[src/rtl/core/ipf_pkg.sv]
// shared constants and types for the ipv4 packet filter
package ipf_pkg;

  localparam int WhitelistDepthDef = 16;
  localparam int BlacklistDepthDef = 64;
  localparam int CounterBitsDef    = 48;

  localparam logic [1:0] CmdByte   = 2'd0;
  localparam logic [1:0] CmdWrWl   = 2'd1;
  localparam logic [1:0] CmdWrBl   = 2'd2;
  localparam logic [1:0] CmdRdCnt  = 2'd3;

  localparam logic [3:0] RsnShort   = 4'd0;
  localparam logic [3:0] RsnNonIp   = 4'd1;
  localparam logic [3:0] RsnWhite   = 4'd2;
  localparam logic [3:0] RsnClean   = 4'd3;
  localparam logic [3:0] RsnBadIp   = 4'd4;
  localparam logic [3:0] RsnBlack   = 4'd5;
  localparam logic [3:0] RsnTrunc   = 4'd6;
  localparam logic [3:0] RsnSynFin  = 4'd7;
  localparam logic [3:0] RsnSynRst  = 4'd8;
  localparam logic [3:0] RsnNull    = 4'd9;
  localparam logic [3:0] RsnUdpAmp  = 4'd10;
  localparam logic [3:0] RsnRedir   = 4'd11;
  localparam logic [3:0] RsnIcmpBig = 4'd12;

  localparam logic [2:0] CntTotal = 3'd0;
  localparam logic [2:0] CntDrop  = 3'd1;
  localparam logic [2:0] CntPass  = 3'd2;
  localparam logic [2:0] CntSyn   = 3'd3;
  localparam logic [2:0] CntUdp   = 3'd4;
  localparam logic [2:0] CntIcmp  = 3'd5;
  localparam int NumCounters = 6;

  localparam logic [15:0] EtherIpv4 = 16'h0800;
  localparam logic [7:0]  ProtoTcp  = 8'd6;
  localparam logic [7:0]  ProtoUdp  = 8'd17;
  localparam logic [7:0]  ProtoIcmp = 8'd1;
  localparam logic [15:0] PortDns   = 16'd53;
  localparam logic [15:0] PortNtp   = 16'd123;
  localparam logic [15:0] PortSsdp  = 16'd1900;
  localparam logic [15:0] PortMemc  = 16'd11211;
  localparam logic [15:0] UdpLimitRst  = 16'd512;
  localparam logic [15:0] IcmpLimitRst = 16'd1500;

  localparam logic [0:0] CfgUdpLimit  = 1'b0;
  localparam logic [0:0] CfgIcmpLimit = 1'b1;

  // lookup or list write walking the cam cell chain
  typedef struct packed {
    logic        vld;
    logic        wr;
    logic [5:0]  slot;
    logic        wr_valid;
    logic [31:0] addr;
    logic        hit;
  } cam_probe_t;

  // parsed frame summary handed to the verdict stage
  typedef struct packed {
    logic [6:0]  pos;
    logic [15:0] ether_kind;
    logic [3:0]  header_words;
    logic [15:0] ip_total_length;
    logic [7:0]  ip_protocol;
    logic [31:0] source_address;
    logic [15:0] l4_first_word;
    logic [15:0] udp_length_field;
    logic [5:0]  tcp_flag_bits;
  } frame_sum_t;

endpackage

[src/rtl/core/ipf_parser.sv]
// byte-serial header parser
module ipf_parser
  import ipf_pkg::*;
(
  input  logic       clk,
  input  logic       rst,
  input  logic       byte_en,
  input  logic [7:0] pkt_byte,
  input  logic       eop,
  output frame_sum_t sum
);
  frame_sum_t st;
  frame_sum_t cur;
  frame_sum_t st_next;
  logic [6:0] l4;
  logic [6:0] off;

  always_comb begin
    cur = st;
    l4  = 7'd14 + {1'b0, st.header_words, 2'b00};
    off = st.pos - l4;
    case (st.pos)
      7'd12:   cur.ether_kind = {pkt_byte, 8'd0};
      7'd13:   cur.ether_kind = {st.ether_kind[15:8], pkt_byte};
      7'd14:   cur.header_words = pkt_byte[3:0];
      7'd16:   cur.ip_total_length = {pkt_byte, 8'd0};
      7'd17:   cur.ip_total_length = {st.ip_total_length[15:8], pkt_byte};
      7'd23:   cur.ip_protocol = pkt_byte;
      7'd26, 7'd27, 7'd28, 7'd29:
               cur.source_address = {st.source_address[23:0], pkt_byte};
      default: ;
    endcase
    if (st.pos > 7'd14 && st.pos < 7'd127 && st.pos >= l4) begin
      case (off)
        7'd0:    cur.l4_first_word = {pkt_byte, 8'd0};
        7'd1:    cur.l4_first_word = {st.l4_first_word[15:8], pkt_byte};
        7'd4:    cur.udp_length_field = {pkt_byte, 8'd0};
        7'd5:    cur.udp_length_field = {st.udp_length_field[15:8], pkt_byte};
        7'd13:   cur.tcp_flag_bits = pkt_byte[5:0];
        default: ;
      endcase
    end
    st_next     = cur;
    st_next.pos = (st.pos == 7'd127) ? st.pos : st.pos + 7'd1;
  end

  assign sum = cur;

  always_ff @(posedge clk) begin
    if (rst) begin
      st <= '0;
    end else if (byte_en) begin
      if (eop) begin
        st <= '0;
      end else begin
        st <= st_next;
      end
    end
  end
endmodule

[config.mk]
export PLATFORM = sky130hd
export DESIGN_NAME = ipf_parser
export DESIGN_NICKNAME = d
export VERILOG_FILES = /design/src/rtl/core/ipf_pkg.sv /design/src/rtl/core/ipf_parser.sv
export SDC_FILE = /design/constraint.sdc
export NUM_CORES = 1
export LEC_CHECK = 0
export BUFFER_PORTS_ARGS = -buffer_cell sky130_fd_sc_hd__buf_2
export CAP_MARGIN = 20
export CELL_PAD_IN_SITES_DETAIL_PLACEMENT = 1
export CELL_PAD_IN_SITES_GLOBAL_PLACEMENT = 1
export CORE_ASPECT_RATIO = 1.25
export CORE_MARGIN = 2
export CORE_UTILIZATION = 30
export DETAILED_ROUTE_END_ITERATION = 7
export PLACE_DENSITY_LB_ADDON = 0.1
export SLEW_MARGIN = 5
export SYNTH_ARGS = -nofsm -noshare
export SYNTH_HDL_FRONTEND = slang
export SYNTH_SLANG_ARGS = --single-unit
[constraint.sdc]
create_clock -name clk -period 3.02 [get_ports clk]
set_input_delay 0.604 -clock clk [delete_from_list [all_inputs] [get_ports clk]]
set_output_delay 0.604 -clock clk [all_outputs]
set_load 0.005 [all_outputs]
==> impl_metrics.json, run 1 <==
{
  "multi_input_comb_area_um2": 4180,
  "holdPathEnd": "st[15]$_SDFFE_PP0P_",
  "worst_clock_skew_ns": 0.00791,
  "post_synth_fa_ha_maj_area_fraction_pct": 2.18,
  "grt.met1_usage_pct": 27.1,
  "vias_in_the_first_global_route": 7008,
  "dpl_worst_slack_ns": -0.242,
  "initial_core_util_pct": 30.2,
  "globalRouteMet2Util_pct": 39.4,
  "final-hold-violation-count": 0,
  "final.fill_count": 2524,
  "power_density_nw_per_um2": 413,
  "flip_flop_and_latch_count_after_synthesis": 121,
  "clk-insertion-delay-late_ns": 0.42,
  "leakage_power_summed_over_all_cells_uw": 0.00384,
  "synth_common_cells": "dfxtp_1, nor2_1, a22oi_1",
  "setup_viol": 54,
  "synth_largest_type_area_fraction_pct": 36.3,
  "outcome": "complete, but fails checks",
  "num-nets-final": 935,
  "grt-ovfl-total": 0,
  "synth_async_sr_flop_share_pct": 0,
  "muxShareOfSynthArea_pct": 7.40,
  "timing.slew.headroom_pct": 29.8,
  "yosys.area_share.xor_xnor_pct": 0.526,
  "routed_vias_inst": 5.51,
  "busiest_layer": "met2",
  "worst_path_slowest_cell": "dfxtp_2",
  "route.detailed.wl_per_inst_um": 21.7,
  "maximum_number_of_pins_on_one_net_before_global_route_repair": 96,
  "drt_first_pass_iters": 6,
  "clkSlewWorstSetupHoldPaths_ns": 0.06,
  "maxCapViolCount": 0,
  "area_growth_syn_to_layout_pct": 41.4,
  "detailed_place_hpwl_mm": 17.2,
  "antenna_violations_before_repair": 0,
  "syn_inst": 741,
  "setup_slack_ns": -0.599,
  "fin_crit_share_pct": 120,
  "yosysTopAreaCell": "dfxtp_1",
  "numPortBuffers": 132,
  "cts.sink_count": 121,
  "synth_area_leaders": "dfxtp_1, a22oi_1, a22o_1",
  "synth-compound-area-share_pct": 32.8,
  "area.sequential_um2": 2430,
  "synth-edff-count": 0,
  "ys.warnings.count": 0,
  "violations": "setup timing",
  "fmax_mhz": 276,
  "synth_area_in_simple_gates_pct": 14.3,
  "max_slew_violation_count": 0,
  "critPathArrivalTime_ns": 3.02,
  "globalplace.congestion": 0.809,
  "synth_most_common_cell": "dfxtp_1",
  "routed-via-count": 6661,
  "holdCritStartpoint": "st[15]$_SDFFE_PP0P_",
  "cp-start-kind": "register",
  "cts_made_buffers": 17,
  "clock-root-buffer": "clkbuf_16",
  "clock_tree.htree_level_count": 4,
  "chipWidth_um": 137,
  "r2r_start": "st[94]$_SDFFE_PP0P_",
  "die-height_um": 171,
  "max-clock-path-buffers": 2,
  "largest_family_of_logic_cells_by_synthesized_area": "compound AO/OA/AOI/OAI gates",
  "antenna-diode-count": 0,
  "worstMarginPinSlew_ns": 1.05,
  "cp.required_ns": 2.42,
  "worstHoldPathType": "reg -> reg",
  "crit_path_cell_trace": "inv_2, ha_4, xor2_1, ha_1, a21oi_2, and3_4, o211ai_1, buf_4, buf_6, or2_4, o21ai_2, buf_2",
  "worst_ir_drop_vdd_mv": 0.363,
  "critical_path_class": "reg -> out",
  "drt_iter0_drc": 368,
  "r2r_setup_slack_ns": 0.01,
  "netlist-cell-type-count": 61,
  "area_of_the_mapped_netlist_um2": 6670,
  "r2r-end": "st[11]$_SDFFE_PP0P_",
  "critical_path.startpoint": "st[94]$_SDFFE_PP0P_",
  "routed_wl_mm": 26.3,
  "drive_gt1_share_pct": 42.3,
  "final_antenna_net_count": 0,
  "path_max_fanout": 7,
  "finalPower_uw": 3890,
  "core_area_um2": 22100,
  "fin_util_pct": 42.7,
  "gr-usage-all-layers_pct": 22.6,
  "grtUsageMet3_pct": 5.54,
  "grt_pass1_wl_mm": 40.5,
  "sequential_to_total_area_share_from_yosys_stat_pct": 36.3,
  "ports": 133,
  "final.min_clock_period_ns": 3.62,
  "cp-end-kind": "output port",
  "avgSynthCellArea_um2": 8.99,
  "detail_route.drc_violations": 0,
  "tritoncts": "done",
  "unrepaired_setup_endpoints_after_global_routing": "yes",
  "synthFlopType": "dfxtp_1",
  "placementRows": 61,
  "worst_path_largest_cell_delay_ns": 0.36,
  "die_footprint_um2": 23400,
  "worst_r2r_path_cells": 13,
  "mappedNetlistNets": 764,
  "min_path_cells": 2
}
-- stage by stage --
stage	setup TNS, ns	instances	area, um2	hold slack [ns]
2_1_floorplan	0	741	6720	0.449
3_3_place_gp	-2.06	1143	7970	0.482
3_5_place_dp	-6.47	1143	7970	0.477
4_1_cts	-18.14	1201	9180	0.485
5_1_grt	-27.60	1208	9420	0.504
6_report	-20.62	1208	9420	0.482
-- area by class of cell --
class                           count  share of cell area, %
Sequential cell                   121                   25.8
Timing Repair Buffer              234                   19.0
Clock inverter                     15                   1.83
Clock buffer                       17                   4.52
Inverter                           17                  0.704
Tap cell                          283                   3.76
Multi-Input combinational cell    521                   44.4
-- registers in the layout (all words and copies together), names as in the netlist --
signal / cells
st: 114
sum: 7
-- how the worst max path moves through the flow --
stage               to  slack, ns  depth (start not counted)
2_1_floorplan  sum[10]       0.01                         11
3_3_place_gp    sum[2]      -0.13                         12
3_5_place_dp   sum[13]      -0.24                         12
4_1_cts        sum[13]      -0.51                         12
5_1_grt         sum[1]      -0.67                         12
6_report        sum[1]      -0.60                         12
-- per-layer routing --
metal  wire length (um)  up-vias
met1              11100     3356
met2              13400      149
met5                  0        -
li1                   -     3131
met4                415        0
met3               1310       25
-- repair_timing --
item,4_1_cts,5_1_grt
gates resized for setup,97,39
endpoints found under the hold margin,0,0
hold buffers,0,0
endpoints found under the setup margin,78,85
gates cloned,2,2
buffers inserted,26,5
pin swaps,18,4
-- kinds of logic after synthesis --
group / count (synthesis)
adder cells (fa/ha/maj): 11
AND/OR/NAND/NOR: 201
AO/OA/AOI/OAI: 261
buffers and inverters: 99
XOR/XNOR: 4
multiplexers: 44
flip-flops: 121
-- worst max-delay path, delay by kind of cell, from the launching register on --
kind | cells | cell delay [ns]
flip-flops | 1 | 0.36
buffers and inverters | 4 | 0.52
AO/OA/AOI/OAI | 3 | 0.55
AND/OR/NAND/NOR | 2 | 0.52
adder cells (fa/ha/maj) | 2 | 0.50
XOR/XNOR | 1 | 0.14
-- report_power, final --
part / total [uW] / switching (uW) / internal, uW
Sequential: 1600 / 0.956 / 1600
Combinational: 203 / 160 / 42.4
Clock: 2090 / 908 / 1180
Total: 3890 / 1070 / 2820
-- cells in the final DEF, fill, tap and decap left out, types with 7 or more instances in the layout --
cell       synthesis  final
a22oi_1           76     76
nor2_1            85     81
o211ai_1          47     47
nand4_1            8      8
clkbuf_16          0     19
dfxtp_1          121    115
nand3_1           20     18
buf_2             14    108
nand2_1           43     43
o211ai_2          16     16
buf_4              8     78
o21ai_2            0      8
a22o_1            64     64
o21ai_0           21     11
mux2_2            34     11
buf_12             0      7
mux2_4             0     31
buf_6              2     37
inv_1             17     12
No activity file was read; power rests on OpenSTA's default activity.
==> run 2, diff against run 1 <==
--- a/config.mk
+++ b/config.mk
@@ -13,7 +13,9 @@
 export CORE_MARGIN = 2
 export CORE_UTILIZATION = 30
 export DETAILED_ROUTE_END_ITERATION = 7
+export GPL_ROUTABILITY_DRIVEN = 0
 export PLACE_DENSITY_LB_ADDON = 0.1
+export RECOVER_POWER = 100
 export SLEW_MARGIN = 5
 export SYNTH_ARGS = -nofsm -noshare
 export SYNTH_HDL_FRONTEND = slang
==> impl_metrics.json, run 2 (synthesis results as in run 1) <==
{
  "worst_path_largest_cell_delay_ns": 0.36,
  "unrepaired_setup_endpoints_after_global_routing": "yes",
  "r2r_start": "st[94]$_SDFFE_PP0P_",
  "clock-root-buffer": "clkbuf_16",
  "ports": 133,
  "cp.required_ns": 2.42,
  "worst_clock_skew_ns": 0.00975,
  "clk-insertion-delay-late_ns": 0.43,
  "globalRouteMet2Util_pct": 39.4,
  "numPortBuffers": 132,
  "grt-ovfl-total": 0,
  "routed_vias_inst": 5.52,
  "drt_first_pass_iters": 4,
  "max_flop_register": "st",
  "fin_util_pct": 42.6,
  "leakage_power_summed_over_all_cells_uw": 0.00382,
  "cts_made_buffers": 17,
  "antenna_violations_before_repair": 0,
  "power_density_nw_per_um2": 415,
  "gr-usage-all-layers_pct": 22.6,
  "clock_tree.htree_level_count": 4,
  "setup_slack_ns": -0.586,
  "min_path_cells": 2,
  "vias_in_the_first_global_route": 7008,
  "critPathArrivalTime_ns": 3.00,
  "grt_pass1_wl_mm": 40.5,
  "fmax_mhz": 277,
  "chipWidth_um": 137,
  "die_footprint_um2": 23400,
  "detail_route.drc_violations": 0,
  "netSwitchingPower_uw": 1070,
  "largest_register_ffs": 114,
  "seq_power_share_pct": 41.0,
  "power.internal_uw": 2820,
  "antenna-diode-count": 0,
  "routed-via-count": 6668,
  "worst_path_slowest_cell": "dfxtp_2",
  "finalPower_uw": 3890,
  "area_growth_syn_to_layout_pct": 41.0,
  "p_clk_share_pct": 53.8,
  "placementRows": 61,
  "cp-start-kind": "register",
  "grt.met1_usage_pct": 27.1,
  "die-height_um": 171,
  "fin_crit_share_pct": 119,
  "final_antenna_net_count": 0,
  "outcome": "complete, but fails checks",
  "drive_gt1_share_pct": 41.6,
  "busiest_layer": "met2",
  "num-nets-final": 935,
  "cp-end-kind": "output port",
  "maximum_number_of_pins_on_one_net_before_global_route_repair": 96,
  "detailed_place_hpwl_mm": 17.2,
  "max-clock-path-buffers": 2,
  "timing.slew.headroom_pct": -38.2,
  "tritoncts": "done",
  "r2r_setup_slack_ns": 0.03,
  "final-hold-violation-count": 0,
  "violations": "capacitance limit, slew limit, setup timing",
  "worst_r2r_path_cells": 13,
  "grtUsageMet3_pct": 5.54,
  "worst_ir_drop_vdd_mv": 0.365,
  "share_comb_of_total_power_pct": 5.2,
  "drt_iter0_drc": 342,
  "initial_core_util_pct": 30.2,
  "holdPathEnd": "st[15]$_SDFFE_PP0P_",
  "core_area_um2": 22100,
  "r2r-end": "st[11]$_SDFFE_PP0P_",
  "maxCapViolCount": 1,
  "crit_path_cell_trace": "inv_2, ha_4, xor2_1, ha_1, a21oi_2, and3_4, o211ai_1, buf_4, buf_6, or2_4, o21ai_2, buf_2",
  "dpl_worst_slack_ns": -0.242,
  "clkSlewWorstSetupHoldPaths_ns": 0.06,
  "holdCritStartpoint": "st[15]$_SDFFE_PP0P_",
  "routed_wl_mm": 26.3,
  "path_max_fanout": 7,
  "route.detailed.wl_per_inst_um": 21.8,
  "power_switching_share_pct": 27.6,
  "worstMarginPinSlew_ns": 2.07,
  "critical_path_class": "reg -> out",
  "max_slew_violation_count": 96,
  "setup_viol": 76,
  "worstHoldPathType": "reg -> reg",
  "cts.sink_count": 121,
  "final.min_clock_period_ns": 3.61,
  "commonest_non_fill_non_tap_cell_in_the_layout": "dfxtp_1",
  "layout.cells.most_common_list": "dfxtp_1, buf_2, nor2_1"
}
run 2: layout make-up:
class                   count  area, um2
clock buffers              17        425
clock inverters            15        173
fillers                  2529      12700
inverters                  17       66.3
multi-input cells         521       4180
flip-flops and latches    121       2430
well taps                 283        354
repair buffers            234       1770
run 2: critical path, delay by kind of cell, from the launching register on:
| family | cells | cell delay (ns) |
|---|---|---|
| AND/OR/NAND/NOR | 2 | 0.52 |
| buffers and inverters | 4 | 0.51 |
| XOR/XNOR | 1 | 0.14 |
| AO/OA/AOI/OAI | 3 | 0.55 |
| adder cells (fa/ha/maj) | 2 | 0.50 |
| flip-flops | 1 | 0.36 |
run 2: what timing repair did:
item | 4_1_cts | 5_1_grt
cloned | 2 | 2
resized for setup | 97 | 39
pin swaps | 18 | 4
endpoints found under the setup margin | 78 | 85
hold buffers | 0 | 0
setup buffers | 26 | 5
run 2: through the flow:
stage	hold WS, ns	cells	cell area (um2)	TNS, ns
final	0.484	1208	9400	-27.69
after global routing	0.504	1208	9400	-40.40
after CTS	0.485	1201	9180	-18.14
after detailed placement	0.477	1143	7970	-6.47
after global placement	0.482	1143	7970	-2.06
after floorplan	0.449	741	6720	0
run 2: layer usage:
layer / up-vias / routed length, um
li1: 3133 / -
met1: 3357 / 11100
met2: 148 / 13400
met3: 30 / 1280
met4: 0 / 467
met5: - / 0
run 2: worst max path at each step:
stage	slack [ns]	startpoint	to
final	-0.59	st[94]$_SDFFE_PP0P_	sum[5]
after global routing	-0.67	st[94]$_SDFFE_PP0P_	sum[1]
after CTS	-0.51	st[94]$_SDFFE_PP0P_	sum[13]
after detailed placement	-0.24	st[94]$_SDFFE_PP0P_	sum[13]
after global placement	-0.13	st[94]$_SDFFE_PP0P_	sum[2]
after floorplan	0.01	st[94]$_SDFFE_PP0P_	sum[10]
run 2: power by group through the flow:
stage	Clock (uW)	Sequential, uW	Combinational (uW)
final	2090	1600	203
after global placement	0	1630	189
after CTS	2140	1600	203
after global routing	2210	1600	216
after detailed placement	0	1630	192
after floorplan	0	1630	97.6
==> run 3, diff against run 2 <==
--- a/config.mk
+++ b/config.mk
@@ -6,7 +6,6 @@
 export NUM_CORES = 1
 export LEC_CHECK = 0
 export BUFFER_PORTS_ARGS = -buffer_cell sky130_fd_sc_hd__buf_2
-export CAP_MARGIN = 20
 export CELL_PAD_IN_SITES_DETAIL_PLACEMENT = 1
 export CELL_PAD_IN_SITES_GLOBAL_PLACEMENT = 1
 export CORE_ASPECT_RATIO = 1.25
==> constraint.sdc (replaced) <==
create_clock -name clk -period 3.65 [get_ports clk]
set_input_delay 0.73 -clock clk [delete_from_list [all_inputs] [get_ports clk]]
set_output_delay 0.73 -clock clk [all_outputs]
set_load 0.005 [all_outputs]
==> impl_metrics.json, run 3 (synthesis results as in run 1) <==
{
  "worstHoldPathType": "reg -> reg",
  "placementRows": 61,
  "antenna_violations_before_repair": 2,
  "drive_gt1_share_pct": 26.7,
  "clock_tree.htree_level_count": 4,
  "final-hold-violation-count": 0,
  "ports": 133,
  "setup_total_negative_slack_ns": -0.0248,
  "critical_path_class": "reg -> out",
  "worst_path_slowest_cell": "dfxtp_2",
  "routed-via-count": 6461,
  "maximum_number_of_pins_on_one_net_before_global_route_repair": 96,
  "critPathArrivalTime_ns": 2.93,
  "area_growth_syn_to_layout_pct": 25.7,
  "cp-end-kind": "output port",
  "worst_path_largest_cell_delay_ns": 0.36,
  "cts_made_buffers": 17,
  "path_max_fanout": 15,
  "commonest_non_fill_non_tap_cell_in_the_layout": "dfxtp_1",
  "die_footprint_um2": 23400,
  "cts.sink_count": 121,
  "drt_first_pass_iters": 4,
  "core_area_um2": 22100,
  "outcome": "complete, but fails checks",
  "clk-insertion-delay-late_ns": 0.42,
  "fin_worst_hold_slack_ns": 0.492,
  "r2r_setup_slack_ns": 0.64,
  "die-height_um": 171,
  "grt-ovfl-total": 0,
  "cp.required_ns": 2.92,
  "routed_vias_inst": 5.57,
  "detail_route.drc_violations": 0,
  "final_antenna_net_count": 0,
  "final.min_clock_period_ns": 3.66,
  "leakage_power_summed_over_all_cells_uw": 0.00323,
  "fin_crit_share_pct": 100,
  "clkSlewWorstSetupHoldPaths_ns": 0.06,
  "r2r-end": "st[9]$_SDFFE_PP0P_",
  "num-nets-final": 886,
  "numPortBuffers": 132,
  "max_flop_register": "st",
  "final_cell_count_no_fill": 1160,
  "cp-start-kind": "register",
  "numPlacedInstances": 1100,
  "max_slew_violation_count": 96,
  "power_density_nw_per_um2": 379,
  "critical_path.startpoint": "st[94]$_SDFFE_PP0P_",
  "drt_iter0_drc": 316,
  "dpl_worst_slack_ns": 0.00570,
  "clock-root-buffer": "clkbuf_16",
  "worst_r2r_path_cells": 11,
  "timing.slew.headroom_pct": -36.6,
  "grt_pass1_wl_mm": 38.4,
  "detailed_place_hpwl_mm": 16.1,
  "initial_core_util_pct": 30.2,
  "unrepaired_setup_endpoints_after_global_routing": "yes",
  "worst_ir_drop_vdd_mv": 0.301,
  "tritoncts": "done",
  "vias_in_the_first_global_route": 6564,
  "chipWidth_um": 137,
  "routed_wl_mm": 25.0,
  "fmax_mhz": 273,
  "worstMarginPinSlew_ns": 2.05,
  "setup_viol": 5,
  "gr-usage-all-layers_pct": 21.4,
  "violations": "capacitance limit, slew limit, setup timing",
  "r2r_start": "st[94]$_SDFFE_PP0P_",
  "maxCapViolCount": 1,
  "max-clock-path-buffers": 2,
  "setup_slack_ns": -0.00747,
  "crit_path_end": "sum[15]",
  "worst_clock_skew_ns": 0.00968,
  "largest_register_ffs": 114,
  "post_cts_hold_buffer_count": 0,
  "layout.cells.most_common_list": "dfxtp_1, buf_2, nor2_1",
  "route.detailed.wl_per_inst_um": 21.6,
  "final.fill_count": 2599,
  "crit_path_cell_trace": "inv_2, ha_4, xor2_1, ha_1, nand3_1, and3_1, o211ai_1, clkbuf_16, nor3_4, buf_12, a22o_1, buf_2"
}
run 3: cell types whose count changed in the layout (fill, tap and decap cells not counted), moves of 14 or more:
cell	previous run	this run
buf_4	74	35
o211ai_2	16	0
buf_2	107	93
clkbuf_1	5	44
mux2_1	0	27
o211ai_1	47	63
mux2_4	31	0
buf_6	36	6
run 3: power breakdown:
group | internal (uW) | total, uW | switching (uW)
Combinational | 19.5 | 144 | 124
Sequential | 1320 | 1320 | 0.841
Clock | 1020 | 1710 | 691
Total | 2360 | 3180 | 816
run 3: repair_timing:
item,4_1_cts,5_1_grt
buffers inserted,9,19
pin swaps,10,18
cloned,0,3
setup endpoints to repair,70,70
gates resized for setup,39,13
run 3: stage by stage:
stage	cell area, um2	util (%)	power (uW)
floorplan	6670	-	1430
global placement	7560	34.3	1500
detailed placement	7560	34.3	1500
CTS	8350	37.8	3220
global route	8380	38.0	3290
finish	8380	38.0	3180
run 3: worst min path at each step:
| stage | from | to | slack, ns | cells past startpoint |
|---|---|---|---|---|
| floorplan | st[15]$_SDFFE_PP0P_ | st[15]$_SDFFE_PP0P_ | 0.45 | 2 |
| global placement | st[21]$_SDFFE_PP0P_ | st[21]$_SDFFE_PP0P_ | 0.47 | 2 |
| detailed placement | st[15]$_SDFFE_PP0P_ | st[15]$_SDFFE_PP0P_ | 0.49 | 2 |
| CTS | st[15]$_SDFFE_PP0P_ | st[15]$_SDFFE_PP0P_ | 0.50 | 2 |
| global route | st[18]$_SDFFE_PP0P_ | st[18]$_SDFFE_PP0P_ | 0.52 | 2 |
| finish | st[18]$_SDFFE_PP0P_ | st[18]$_SDFFE_PP0P_ | 0.49 | 2 |
run 3: per-layer routing:
metal | vias to the layer above | wire, um | GRT usage, %
met5 | - | 7 | 0
met1 | 3217 | 10700 | 25.7
met3 | 40 | 1390 | 6.10
met4 | 2 | 631 | 7.17
met2 | 160 | 12300 | 36.3
li1 | 3042 | - | -
run 3: layout make-up:
class | count | area, um2 | area share, %
Clock inverter | 14 | 164 | 1.96
Clock buffer | 18 | 429 | 5.12
Tap cell | 283 | 354 | 4.23
Inverter | 17 | 63.8 | 0.761
Multi-Input combinational cell | 521 | 3870 | 46.1
Sequential cell | 121 | 2430 | 28.9
Antenna cell | 1 | 2.50 | 0.0299
Timing Repair Buffer | 185 | 1070 | 12.8
run 3: critical path: cells and delay by family (launching register included):
kind                       cells  cell delay (ns)
AOI/OAI and AO/OA              2             0.52
and+or+nand+nor                3             0.38
DFF                            1             0.36
xor gates and xnor gates       1             0.14
adders and majority gates      2             0.51
buffers and inverters          4             0.58
