## src/rtl/core/ipf_pkg.sv

```systemverilog
// shared constants and types for the ipv4 packet filter
package ipf_pkg;

  localparam int WhitelistDepthDef = 16;
  localparam int BlacklistDepthDef = 64;
  localparam int CounterBitsDef    = 48;

  localparam logic [1:0] CmdByte   = 2'd0;
  localparam logic [1:0] CmdWrWl   = 2'd1;
  localparam logic [1:0] CmdWrBl   = 2'd2;
  localparam logic [1:0] CmdRdCnt  = 2'd3;

  localparam logic [3:0] RsnShort   = 4'd0;
  localparam logic [3:0] RsnNonIp   = 4'd1;
  localparam logic [3:0] RsnWhite   = 4'd2;
  localparam logic [3:0] RsnClean   = 4'd3;
  localparam logic [3:0] RsnBadIp   = 4'd4;
  localparam logic [3:0] RsnBlack   = 4'd5;
  localparam logic [3:0] RsnTrunc   = 4'd6;
  localparam logic [3:0] RsnSynFin  = 4'd7;
  localparam logic [3:0] RsnSynRst  = 4'd8;
  localparam logic [3:0] RsnNull    = 4'd9;
  localparam logic [3:0] RsnUdpAmp  = 4'd10;
  localparam logic [3:0] RsnRedir   = 4'd11;
  localparam logic [3:0] RsnIcmpBig = 4'd12;

  localparam logic [2:0] CntTotal = 3'd0;
  localparam logic [2:0] CntDrop  = 3'd1;
  localparam logic [2:0] CntPass  = 3'd2;
  localparam logic [2:0] CntSyn   = 3'd3;
  localparam logic [2:0] CntUdp   = 3'd4;
  localparam logic [2:0] CntIcmp  = 3'd5;
  localparam int NumCounters = 6;

  localparam logic [15:0] EtherIpv4 = 16'h0800;
  localparam logic [7:0]  ProtoTcp  = 8'd6;
  localparam logic [7:0]  ProtoUdp  = 8'd17;
  localparam logic [7:0]  ProtoIcmp = 8'd1;
  localparam logic [15:0] PortDns   = 16'd53;
  localparam logic [15:0] PortNtp   = 16'd123;
  localparam logic [15:0] PortSsdp  = 16'd1900;
  localparam logic [15:0] PortMemc  = 16'd11211;
  localparam logic [15:0] UdpLimitRst  = 16'd512;
  localparam logic [15:0] IcmpLimitRst = 16'd1500;

  localparam logic [0:0] CfgUdpLimit  = 1'b0;
  localparam logic [0:0] CfgIcmpLimit = 1'b1;

  // lookup or list write walking the cam cell chain
  typedef struct packed {
    logic        vld;
    logic        wr;
    logic [5:0]  slot;
    logic        wr_valid;
    logic [31:0] addr;
    logic        hit;
  } cam_probe_t;

  // parsed frame summary handed to the verdict stage
  typedef struct packed {
    logic [6:0]  pos;
    logic [15:0] ether_kind;
    logic [3:0]  header_words;
    logic [15:0] ip_total_length;
    logic [7:0]  ip_protocol;
    logic [31:0] source_address;
    logic [15:0] l4_first_word;
    logic [15:0] udp_length_field;
    logic [5:0]  tcp_flag_bits;
  } frame_sum_t;

endpackage

```

## src/rtl/core/ipf_cam_cell.sv

```systemverilog
// one list entry: stores an address and matches the probe passing through
module ipf_cam_cell
  import ipf_pkg::*;
(
  input  logic        clk,
  input  logic        rst,
  input  logic        wr_en,
  input  logic        adv,
  input  cam_probe_t  probe_in,
  output cam_probe_t  probe_out
);
  logic        entry_vld;
  logic [31:0] entry_addr;

  always_ff @(posedge clk) begin
    if (rst) begin
      entry_vld <= 1'b0;
    end else if (wr_en) begin
      entry_vld <= probe_in.wr_valid;
    end
  end

  always_ff @(posedge clk) begin
    if (wr_en) begin
      entry_addr <= probe_in.addr;
    end
  end

  // probe moves one cell per advancing cycle
  always_ff @(posedge clk) begin
    if (rst) begin
      probe_out.vld <= 1'b0;
      probe_out.wr  <= 1'b0;
    end else if (adv) begin
      probe_out.vld <= probe_in.vld;
      probe_out.wr  <= probe_in.wr;
    end
  end

  always_ff @(posedge clk) begin
    if (adv) begin
      probe_out.slot     <= probe_in.slot;
      probe_out.wr_valid <= probe_in.wr_valid;
      probe_out.addr     <= probe_in.addr;
      probe_out.hit      <= probe_in.hit | (entry_vld & (entry_addr == probe_in.addr));
    end
  end
endmodule

```

## src/rtl/core/ipf_cam_chain.sv

```systemverilog
// row of cam cells, probes and list writes ripple from the first to the last
module ipf_cam_chain
  import ipf_pkg::*;
#(
  parameter int Depth = 16
) (
  input  logic        clk,
  input  logic        rst,
  input  logic        adv,
  input  cam_probe_t  probe_in,
  output cam_probe_t  probe_out
);
  cam_probe_t link [Depth+1];

  assign link[0]   = probe_in;
  assign probe_out = link[Depth];

  // a write lands in its cell as it passes, so it never overtakes an older probe
  for (genvar g = 0; g < Depth; g++) begin : g_cell
    ipf_cam_cell u_cell (
      .clk      (clk),
      .rst      (rst),
      .wr_en    (adv && link[g].wr && ({26'd0, link[g].slot} == 32'(g))),
      .adv      (adv),
      .probe_in (link[g]),
      .probe_out(link[g+1])
    );
  end
endmodule

```

## config.mk

```make
export PLATFORM = sky130hd
export DESIGN_NAME = ipf_cam_chain
export DESIGN_NICKNAME = d
export VERILOG_FILES = /design/src/rtl/core/ipf_pkg.sv /design/src/rtl/core/ipf_cam_cell.sv /design/src/rtl/core/ipf_cam_chain.sv
export SDC_FILE = /design/constraint.sdc
export NUM_CORES = 1
export LEC_CHECK = 0
export BUFFER_PORTS_ARGS = -buffer_cell sky130_fd_sc_hd__buf_2
export CAP_MARGIN = 30
export CORE_ASPECT_RATIO = 0.5
export CORE_UTILIZATION = 37
export DETAILED_ROUTE_END_ITERATION = 7
export PLACE_DENSITY = 0.57
export SLEW_MARGIN = 20
export SYNTH_ARGS = -nofsm -noshare
export SYNTH_HDL_FRONTEND = slang
export SYNTH_SLANG_ARGS = --single-unit
```

## constraint.sdc

```tcl
create_clock -name clk -period 10.2 [get_ports clk]
set_clock_uncertainty 0.1 [all_clocks]
set_input_delay 0.51 -clock clk [delete_from_list [all_inputs] [get_ports clk]]
set_output_delay 0.51 -clock clk [all_outputs]
set_load 0.05 [all_outputs]
```

==> results of run 1 <==
-- registers in the layout, summed over array words and instances (netlist names) --
register / count
g_cell.u_cell.entry_addr: 512
g_cell.u_cell.probe_out: 672
g_cell.u_cell.entry_vld: 16
-- kinds of logic (layout without fill, tap and decap cells) --
group	after synthesis	after routing	share of synthesized area (%)
compound gates	31	31	0.5081
flops	1200	1200	83.94
simple gates	272	272	4.065
mux	33	33	0.7799
xor+xnor	512	512	10.59
buf+inv	11	334	0.1152
-- worst paths after layout --
check / from / end / slack, ns
setup / recovery: adv / g_cell[15].u_cell.entry_vld / 6.97
hold / removal: probe_in[40] / g_cell[0].u_cell.probe_out[40] / 0.1
setup reg to reg: g_cell[2].u_cell.probe_out[37] / g_cell[3].u_cell.entry_vld / 8.02
hold reg to reg: g_cell[10].u_cell.probe_out[39] / g_cell[11].u_cell.probe_out[39] / 0.34
-- report_power, final --
group          internal, mW  leakage (nW)  switching (mW)
clock                  2.02          1.54            1.68
sequential             5.58          11.3           0.135
combinational         0.106          2.37           0.141
total                  7.71          15.2            1.95
-- critical path, stage by stage --
cell and delay [ns]:
buf_8 0.48, buf_12 0.68, buf_4 0.62, nand2_1 0.17, nor4b_2 0.26, buf_4 0.41, mux2i_1 0.23, nor2_1 0.05
-- cell usage after synthesis --
master / number
edfxtp_1: 1152
or4_4: 2
mux2i_1: 33
xor2_1: 64
nor4b_4: 1
buf_2: 3
clkbuf_1: 5
nand2_1: 15
and3_1: 16
buf_4: 1
or4b_4: 4
xnor2_1: 448
nand4bb_1: 6
nor4_1: 39
a21oi_1: 15
nand4_1: 96
a31o_2: 16
nor2_1: 33
nor4_4: 5
buf_1: 1
nor4b_1: 3
dfxtp_1: 48
inv_1: 1
nor3_1: 16
nand4b_1: 4
nand3_1: 16
nand2b_1: 16
-- metal layers --
layer | global-route usage (%) | vias to the layer above
met5 | 0 | -
met4 | 4.112 | 0
met3 | 2.393 | 122
met2 | 19.00 | 212
met1 | 13.82 | 8356
li1 | - | 8397
-- layout make-up --
type | count | area (sq um)
Fill cell | 9722 | 64610
Sequential cell | 1200 | 35550
Multi-Input combinational cell | 848 | 6814
Clock buffer | 122 | 2644
Tap cell | 1513 | 1893
Timing Repair Buffer | 153 | 1079
Clock inverter | 58 | 500.5
Inverter | 1 | 3.754
-- metrics by stage --
step	hold WS (ns)	setup WS (ns)
finish	0.09879	6.967
global route	0.06698	6.597
global placement	0.3256	6.197
floorplan	0.3166	5.324
CTS	0.04124	6.963
detailed placement	0.3280	6.203
-- what timing repair did --
action,CTS,global route
setup buffers,0,0
gates resized for setup,0,0
hold endpoints to repair,74,0
hold buffers,41,0
==> impl_metrics.py, run 1 <==
metrics = {
    "route": {
        "drt-initial-drc-count": 941,
        "antenna_left": 0,
        "drt_wl_total_um": 62800,
        "wl_met3_um": 1868,
        "route.top_layer_used": "met4",
        "vias": 17090,
        "dr.pass1.iters": 4,
        "drc_errors": 0,
        "wire_per_inst_um": 16.12,
        "met2_length_um": 30750,
        "wl_met1_um": 28320,
        "viasPerCell": 4.387,
    },
    "clock_network": {
        "clk_pin_slew_ns": 0.06,
        "cts.path.max_buffers": 3,
        "clkLatencyLatePin_ns": 0.68,
        "cts_buffers": 99,
        "cts_tree": "yes",
        "clock_sinks": 1200,
        "cts-htree-levels": 3,
        "cts-root-buf": "clkbuf_16",
    },
    "power_and_ir_drop": {
        "power_density_nw_per_um2": 199.3,
        "total_power_mw": 9.664,
        "p_leak_nw": 15.17,
        "vdd_drop_max_mv": 0.1277,
    },
    "layout": {
        "final_common_cell": "edfxtp_1",
        "fin_nets": 2348,
        "fin_cells": 3895,
        "synthToLayoutAreaGrowth_pct": 14.48,
        "final_area_sq_um": 48490,
        "utilization_pct": 42.87,
        "drive_gt1_share_pct": 12.43,
        "most-common-layout-cells": "1152 x edfxtp_1, 448 x xnor2_1, 99 x clkbuf_16",
        "antenna_cells": 0,
    },
    "synthesis": {
        "yosysWarnings": 0,
        "synth.distinct_cells": 27,
        "yosysSeqAreaShare_pct": 83.94,
        "syn-mean-instance-area_sq_um": 20.57,
        "yosysTopAreaCell": "edfxtp_1",
        "syn_inst": 2059,
        "ys_seq_elements": 1200,
        "mappedNetlistArea_sq_um": 42350,
        "synth_area_leaders": "edfxtp_1 82%, xnor2_1 9.3%, dfxtp_1 2.3%",
        "synth_top_area_share_pct": 81.68,
        "syn-num-nets": 2104,
    },
    "timing": {
        "finalCritPeriodShare_pct": 31.69,
        "worstMarginPinSlew_ns": 0.9411,
        "max_freq_mhz": 309.3,
        "fin_crit_ns": 3.233,
        "rsz0062_at_grt": "false",
        "setup_tns_ns": 0,
        "setup_violations": 0,
        "slew_violations": 0,
        "hold_violations": 0,
        "slew_headroom_pct": 37.26,
    },
    "min_path": {
        "hold_depth": 3,
        "hold_path_class": "in2reg",
    },
    "floorplanning": {
        "num_io_pins": 87,
        "die_h_um": 241.2,
        "floorplan.die.width_um": 480.5,
        "num_rows": 87,
        "dieArea_sq_um": 115900,
        "start_util_pct": 37.45,
        "core_area_sq_um": 113100,
    },
    "global_routing": {
        "grt_first_pass_wirelength_um": 99540,
        "grt_usage_pct": 11.07,
        "grt_pass1_vias": 17690,
        "overflow": 0,
        "grt_max_degree": 188,
        "antenna_found_initial": 0,
    },
    "critical_path": {
        "worst_setup_path_end_kind": "flop",
        "cp_max_fo": 187,
        "crit_required_ns": 10.64,
        "path_class": "in2reg",
        "cp.arrival_ns": 3.67,
        "start_kind": "primary input",
        "worstRegToRegCells": 5,
    },
    "place": {
        "port_buffers": 86,
        "dpl.cell_count": 3674,
        "globalplace.congestion": 0.7942,
        "dp_hpwl_um": 42210,
        "placed_cell_area_sq_um": 44930,
    },
    "job": {
        "cap_violations": 0,
    },
    "run_status": {
        "outcome": "complete, no violations",
    },
}
Note: power is estimated with default switching activity, not from simulation.
==> run 2: changes to the inputs <==
Settings changed: ABC_AREA from default to 1, PLACE_DENSITY 0.57 to 0.59.
Clock period 10.2 ns to 2.8 ns, I/O delays scaled along.
==> run 2 against run 1 <==
Effect of this change:
- sequential power increased to 3.6 times the previous value
- die area increased by 8.0%
- wire length increased by 12%
- critical path depth unchanged
- cell count increased by 40%
- total power increased to 3.7 times the previous value
- sequential cell count unchanged
- global-route usage increased by 0.48 points
- worst setup slack got worse by 6.1 ns
- largest power group unchanged
- largest cell class unchanged
==> impl_metrics.py, run 2 <==
metrics = {
    "run_status": {
        "outcome": "complete, no violations",
    },
    "critical_path": {
        "worst_setup_path_end_kind": "flop",
        "crit_path_frequent_cell": "nand2_1",
        "path_class": "reg2reg",
        "crit_required_ns": 3.16,
        "endpoint": "g_cell[0].u_cell.probe_out[0]",
        "timing.rr.start": "g_cell[0].u_cell.entry_addr[13]",
        "r2r_slack_ns": 0.87,
        "cp.arrival_ns": 2.29,
        "cp_cell_sequence": "or2_2 > nand3_1 > nor2_1 > nand2_1 > nor2_1 > nand2_1 > nand2_1 > dlygate4sd3_1",
        "worstSetupStartpoint": "g_cell[0].u_cell.entry_addr[13]",
        "rr_endpoint": "g_cell[0].u_cell.probe_out[0]",
        "start_kind": "flop",
        "worstRegToRegCells": 8,
        "slowest_stage": "dlygate4sd3_1",
        "cpPeakStageDelay_ns": 0.56,
        "cp_max_fo": 2,
    },
    "layout": {
        "synthToLayoutAreaGrowth_pct": 14.28,
        "top_regs": "g_cell.u_cell.probe_out: 672 flops, g_cell.u_cell.entry_addr: 512 flops, g_cell.u_cell.entry_vld: 16 flops",
        "final_common_cell": "edfxtp_1",
        "regMostFlops": "g_cell.u_cell.probe_out",
        "fin_cells": 5465,
        "final_area_sq_um": 52310,
        "fin_nets": 3815,
        "fill_cells": 10950,
        "antenna_cells": 0,
        "multi_input_area_sq_um": 7855,
        "utilization_pct": 43.01,
        "drive_gt1_share_pct": 7.938,
        "most-common-layout-cells": "1152 x edfxtp_1, 877 x nand2_1, 627 x inv_1",
        "ff_latch_area_sq_um": 35550,
        "largest_reg_flops": 672,
    },
    "synthesis": {
        "yosysWarnings": 0,
        "syn_inst": 3509,
        "synthSimpleGateAreaFrac_pct": 12.77,
        "synth_compound_area_share_pct": 0.9403,
        "syn-num-nets": 3554,
        "yosysSeqAreaShare_pct": 77.67,
        "mappedNetlistArea_sq_um": 45770,
        "synth_edf_count": 1152,
        "synth_top_area_share_pct": 75.57,
        "syn-mean-instance-area_sq_um": 13.04,
        "yosysMostFrequentCell": "edfxtp_1",
        "synth_top_family_by_area": "simple AND/OR/NAND/NOR gates",
        "synth_area_leaders": "edfxtp_1 76%, nand2_1 7.2%, inv_1 5.1%",
        "synthTopCellsByCount": "1152 x edfxtp_1, 877 x nand2_1, 627 x inv_1",
        "ys_seq_elements": 1200,
        "synth.area.mux_share_pct": 0,
        "synth_xor_area_share_pct": 3.368,
        "synth-adder-area-share_pct": 0,
        "synthArstFlopShare_pct": 0,
        "synth-main-ff-cell": "edfxtp_1",
        "yosysTopAreaCell": "edfxtp_1",
        "synth.distinct_cells": 24,
    },
    "timing": {
        "rsz0062_at_grt": "false",
        "max_freq_mhz": 517.5,
        "setup_tns_ns": 0,
        "finalCritPeriodShare_pct": 69.01,
        "worst_slack_ns": 0.8678,
        "worstMarginPinSlew_ns": 0.8157,
        "hold_violations": 0,
        "slew_violations": 0,
        "fin_crit_ns": 1.932,
        "slew_headroom_pct": 45.62,
        "setup_violations": 0,
        "holdWs_ns": 0.08174,
    },
    "floorplanning": {
        "num_io_pins": 87,
        "num_rows": 90,
        "core_area_sq_um": 121600,
        "floorplan.die.width_um": 499.4,
        "start_util_pct": 37.64,
        "dieArea_sq_um": 125200,
        "die_h_um": 250.7,
    },
    "power_and_ir_drop": {
        "power_density_nw_per_um2": 685.8,
        "vdd_drop_max_mv": 0.5455,
        "total_power_mw": 35.88,
        "p_leak_nw": 20.30,
        "p_sw_mw": 7.549,
        "clkPwrFrac_pct": 39.0,
        "seqPwrFrac_pct": 58.1,
        "combPwrFrac_pct": 2.9,
        "sw_frac_of_total_pct": 21.04,
        "intPower_mw": 28.33,
    },
    "route": {
        "antenna_left": 0,
        "viasPerCell": 4.292,
        "wire_per_inst_um": 12.92,
        "drt_wl_total_um": 70640,
        "vias": 23460,
        "drt-initial-drc-count": 1313,
        "dr.pass1.iters": 7,
        "drc_errors": 0,
    },
    "place": {
        "placed_cell_area_sq_um": 48500,
        "pre_cts_slack_ns": 0.7700,
        "port_buffers": 86,
        "globalplace.congestion": 0.7806,
        "dpl.cell_count": 5226,
        "dp_hpwl_um": 48200,
    },
    "global_routing": {
        "grt_first_pass_wirelength_um": 118300,
        "antenna_found_initial": 0,
        "met3_usage_pct": 2.470,
        "grt_usage_pct": 11.55,
        "busiest_layer": "met2",
        "grt_util_met2_pct": 18.78,
        "met1_usage_pct": 15.31,
        "grt_pass1_vias": 23540,
        "overflow": 0,
        "grt_max_degree": 104,
    },
    "clock_network": {
        "clkLatencyLatePin_ns": 0.71,
        "clock_sinks": 1200,
        "clk_pin_slew_ns": 0.06,
        "cts.path.max_buffers": 3,
        "cts-htree-levels": 3,
        "cts-root-buf": "clkbuf_16",
        "cts_buffers": 103,
        "cts_tree": "yes",
        "cts_setup_buffers": 0,
    },
    "job": {
        "cap_violations": 0,
    },
    "min_path": {
        "hold_path_class": "in2reg",
    },
}
==> run 2: worst min-delay path by stage <==
| stage | from | endpoint | cells after the start |
|---|---|---|---|
| 2_1_floorplan | probe_in[1] | g_cell[0].u_cell.entry_addr[0] | 0 |
| 3_3_place_gp | probe_in[33] | g_cell[0].u_cell.probe_out[33] | 1 |
| 3_5_place_dp | probe_in[33] | g_cell[0].u_cell.probe_out[33] | 1 |
| 4_1_cts | probe_in[23] | g_cell[0].u_cell.entry_addr[22] | 2 |
| 5_1_grt | probe_in[17] | g_cell[0].u_cell.probe_out[17] | 2 |
| 6_report | probe_in[14] | g_cell[0].u_cell.probe_out[14] | 2 |
==> run 2: logic make-up after synthesis <==
group / after synthesis
AOI/OAI and AO/OA: 82
xor gates and xnor gates: 176
buffers and inverters: 638
DFF: 1200
and+or+nand+nor: 1413
==> run 2: power by group through the flow <==
stage / Combinational (mW) / Clock (mW) / Sequential [mW]
CTS: 1.06 / 14.5 / 20.8
global placement: 0.966 / 0 / 21.2
finish: 1.04 / 14.0 / 20.8
detailed placement: 0.995 / 0 / 21.2
floorplan: 0.499 / 0 / 21.1
global route: 1.19 / 15.2 / 20.9
==> run 2: repair_timing <==
| item | in CTS | in global routing |
|---|---|---|
| endpoints found under the hold margin | 189 | 0 |
| gates resized for setup | 0 | 0 |
| hold buffers | 49 | 0 |
==> run 2: final cells by class <==
| cell class | instances | area share (%) |
|---|---|---|
| clock buffers | 138 | 5.312 |
| clock inverters | 52 | 1.045 |
| inverters | 627 | 4.499 |
| multi-input cells | 1671 | 15.02 |
| flip-flops and latches | 1200 | 67.97 |
| well taps | 1610 | 3.851 |
| repair buffers | 167 | 2.311 |
==> run 2: routing by layer <==
metal / up-vias / routed length (um)
met5: - / 0
met4: 0 / 2005
met3: 145 / 2456
met2: 272 / 32730
met1: 11000 / 33450
li1: 12040 / -
==> run 2: critical path: cells and delay by family, from the launching register on <==
kind	cells	cell delay (ns)
flops	1	0.38
simple gates	7	0.64
buf+inv	1	0.56
==> run 3: changes to the inputs <==
Settings changed: ABC_AREA 1 to 0, PLACE_DENSITY 0.59 to 0.57.
Clock period 2.8 ns to 1.9 ns, I/O delays scaled along.
==> run 3 against run 2 <==
Effect of this change:
- the flow now finishes with violations (negative setup slack)
- non-clock buffer count increased by 38
- total power increased by 47%
- via count decreased by 26%
- register-to-register slack got worse by 0.93 ns
- clock-buffer cell count decreased by 18
- cell count decreased by 28%
- worst setup slack got worse by 0.93 ns
- worst hold slack got worse by 0.0098 ns
- utilization increased by 0.82 points
- critical endpoint is now g_cell[1].u_cell.entry_addr[21]
- largest cell class unchanged
- highest routed layer unchanged
==> impl_metrics.py, run 3 (synthesis gave the netlist of run 1 again) <==
metrics = {
    "run_status": {
        "outcome": "complete, but fails checks",
        "violations": "negative setup slack",
    },
    "timing": {
        "slew_headroom_pct": 37.76,
        "holdWs_ns": 0.07194,
        "setup_violations": 63,
        "slew_violations": 0,
        "hold_violations": 0,
        "worst_slack_ns": -0.06488,
        "fin_crit_ns": 1.965,
        "max_freq_mhz": 508.9,
        "worstMarginPinSlew_ns": 0.9336,
        "finalCritPeriodShare_pct": 103.4,
        "rsz0062_at_grt": "true",
    },
    "power_and_ir_drop": {
        "combPwrFrac_pct": 2.7,
        "power_density_nw_per_um2": 1065,
        "total_power_mw": 52.78,
        "sw_frac_of_total_pct": 20.02,
        "p_sw_mw": 10.56,
        "vdd_drop_max_mv": 0.8214,
        "p_leak_nw": 15.68,
        "seqPwrFrac_pct": 58.1,
        "intPower_mw": 42.21,
        "clkPwrFrac_pct": 39.2,
    },
    "floorplanning": {
        "num_rows": 87,
        "num_io_pins": 87,
        "core_area_sq_um": 113100,
        "die_h_um": 241.2,
        "floorplan.die.width_um": 480.5,
        "start_util_pct": 37.45,
        "dieArea_sq_um": 115900,
    },
    "clock_network": {
        "cts_buffers": 99,
        "clock_sinks": 1200,
        "cts-root-buf": "clkbuf_16",
        "clkLatencyLatePin_ns": 0.68,
        "cts.path.max_buffers": 3,
        "clk_pin_slew_ns": 0.07,
        "cts_tree": "yes",
        "cts-htree-levels": 3,
    },
    "route": {
        "wire_per_inst_um": 16.22,
        "dr.pass1.iters": 6,
        "antenna_left": 0,
        "drt_wl_total_um": 64120,
        "viasPerCell": 4.383,
        "vias": 17320,
        "drt-initial-drc-count": 807,
        "drc_errors": 0,
    },
    "global_routing": {
        "met3_usage_pct": 2.121,
        "grt_util_met2_pct": 19.44,
        "grt_max_degree": 177,
        "antenna_found_initial": 0,
        "grt_first_pass_wirelength_um": 100800,
        "grt_pass1_vias": 17870,
        "met1_usage_pct": 13.93,
        "overflow": 0,
        "grt_usage_pct": 11.17,
        "busiest_layer": "met2",
    },
    "critical_path": {
        "crit_required_ns": 2.19,
        "crit_family": "simple AND/OR/NAND/NOR gates",
        "slowest_stage": "or4b_4",
        "cp_cell_sequence": "or4b_4 > nor4_4 > buf_6 > buf_12 > clkbuf_16",
        "cpPeakStageDelay_ns": 0.57,
        "path_class": "reg2reg",
        "start_kind": "flop",
        "worst-path-buf-inv": 3,
        "worst_setup_path_end_kind": "flop",
        "cp.arrival_ns": 2.26,
        "cp_max_fo": 7,
    },
    "min_path": {
        "hold_path_class": "in2reg",
    },
    "place": {
        "dpl.cell_count": 3699,
        "port_buffers": 86,
        "globalplace.congestion": 0.7851,
        "dp_hpwl_um": 42640,
        "pre_cts_slack_ns": -0.04724,
    },
    "layout": {
        "fin_cells": 3952,
        "largest_reg_flops": 672,
        "most-common-layout-cells": "1152 x edfxtp_1, 448 x xnor2_1, 109 x clkbuf_16",
        "synthToLayoutAreaGrowth_pct": 17.05,
        "regMostFlops": "g_cell.u_cell.probe_out",
        "drive_gt1_share_pct": 14.15,
        "top_regs": "g_cell.u_cell.probe_out: 672 flops, g_cell.u_cell.entry_addr: 512 flops, g_cell.u_cell.entry_vld: 16 flops",
        "final_common_cell": "edfxtp_1",
        "antenna_cells": 0,
        "fin_nets": 2400,
    },
    "job": {
        "cap_violations": 0,
    },
}
==> run 3: cell types whose count changed in the layout (fill, tap and decap cells not counted), sizes merged, moves of 30 or more <==
cell / before / now
buf: 118 / 149
inv: 630 / 5
mux2i: 0 / 33
nand2: 877 / 15
nand3: 57 / 16
nor2: 356 / 33
nor4: 13 / 44
o21ai: 44 / 0
or2: 30 / 0
xnor2: 146 / 448
xor2: 30 / 64
==> run 3: power by group through the flow <==
stage                     Clock [mW]  Sequential, mW  Combinational (mW)
after floorplan                    0            31.1               0.603
after global placement             0            31.3                1.32
after detailed placement           0            31.3                1.34
after CTS                       21.4            30.7                1.43
after global routing            22.4            30.8                1.53
final                           20.7            30.7                1.40
==> run 3: path summary, 6_finish.rpt <==
kind / from / to / slack, ns / cells after the start
setup / recovery: g_cell[0].u_cell.probe_out[37] / g_cell[1].u_cell.entry_addr[21] / -0.06 / 5
hold / removal: probe_in[29] / g_cell[0].u_cell.entry_addr[28] / 0.07 / 2
setup reg to reg: g_cell[0].u_cell.probe_out[37] / g_cell[1].u_cell.entry_addr[21] / -0.06 / 5
hold reg to reg: g_cell[10].u_cell.probe_out[36] / g_cell[11].u_cell.probe_out[36] / 0.34 / 0
==> run 3: timing repair <==
action | 4_1_cts | 5_1_grt
hold buffers | 48 | 0
buffers inserted | 3 | 7
endpoints found under the setup margin | 47 | 104
gates resized for setup | 0 | 11
cloned | 0 | 10
hold endpoints to repair | 205 | 0
==> run 3: per-layer routing <==
metal / wire length (um) / part of all wire, %
met4: 1651 / 2.6
met2: 32160 / 50
met1: 28490 / 44
met3: 1822 / 2.8
met5: 0 / 0
==> run 3: final cells by class <==
cell class | count | area [sq um]
Fill cell | 9641 | 63520
Sequential cell | 1200 | 35550
Multi-Input combinational cell | 848 | 6909
Clock buffer | 120 | 2659
Timing Repair Buffer | 205 | 1907
Tap cell | 1513 | 1893
Clock inverter | 65 | 649.4
Inverter | 1 | 3.754
==> run 3: worst reg2reg max path, stage by stage, from the launching register on <==
cell and delay, ns:
edfxtp_1 0.39, or4b_4 0.57, nor4_4 0.16, buf_6 0.17, buf_12 0.14, clkbuf_16 0.16
==> run 3: through the flow <==
step / TNS (ns) / util (%) / cell area [sq um]
finish: -2.187 / 43.83 / 49580
global route: -5.510 / 43.83 / 49580
CTS: -1.351 / 43.55 / 49260
detailed placement: -1.128 / 40.18 / 45450
global placement: -0.3021 / 40.18 / 45450
floorplan: -225.78 / - / 42510
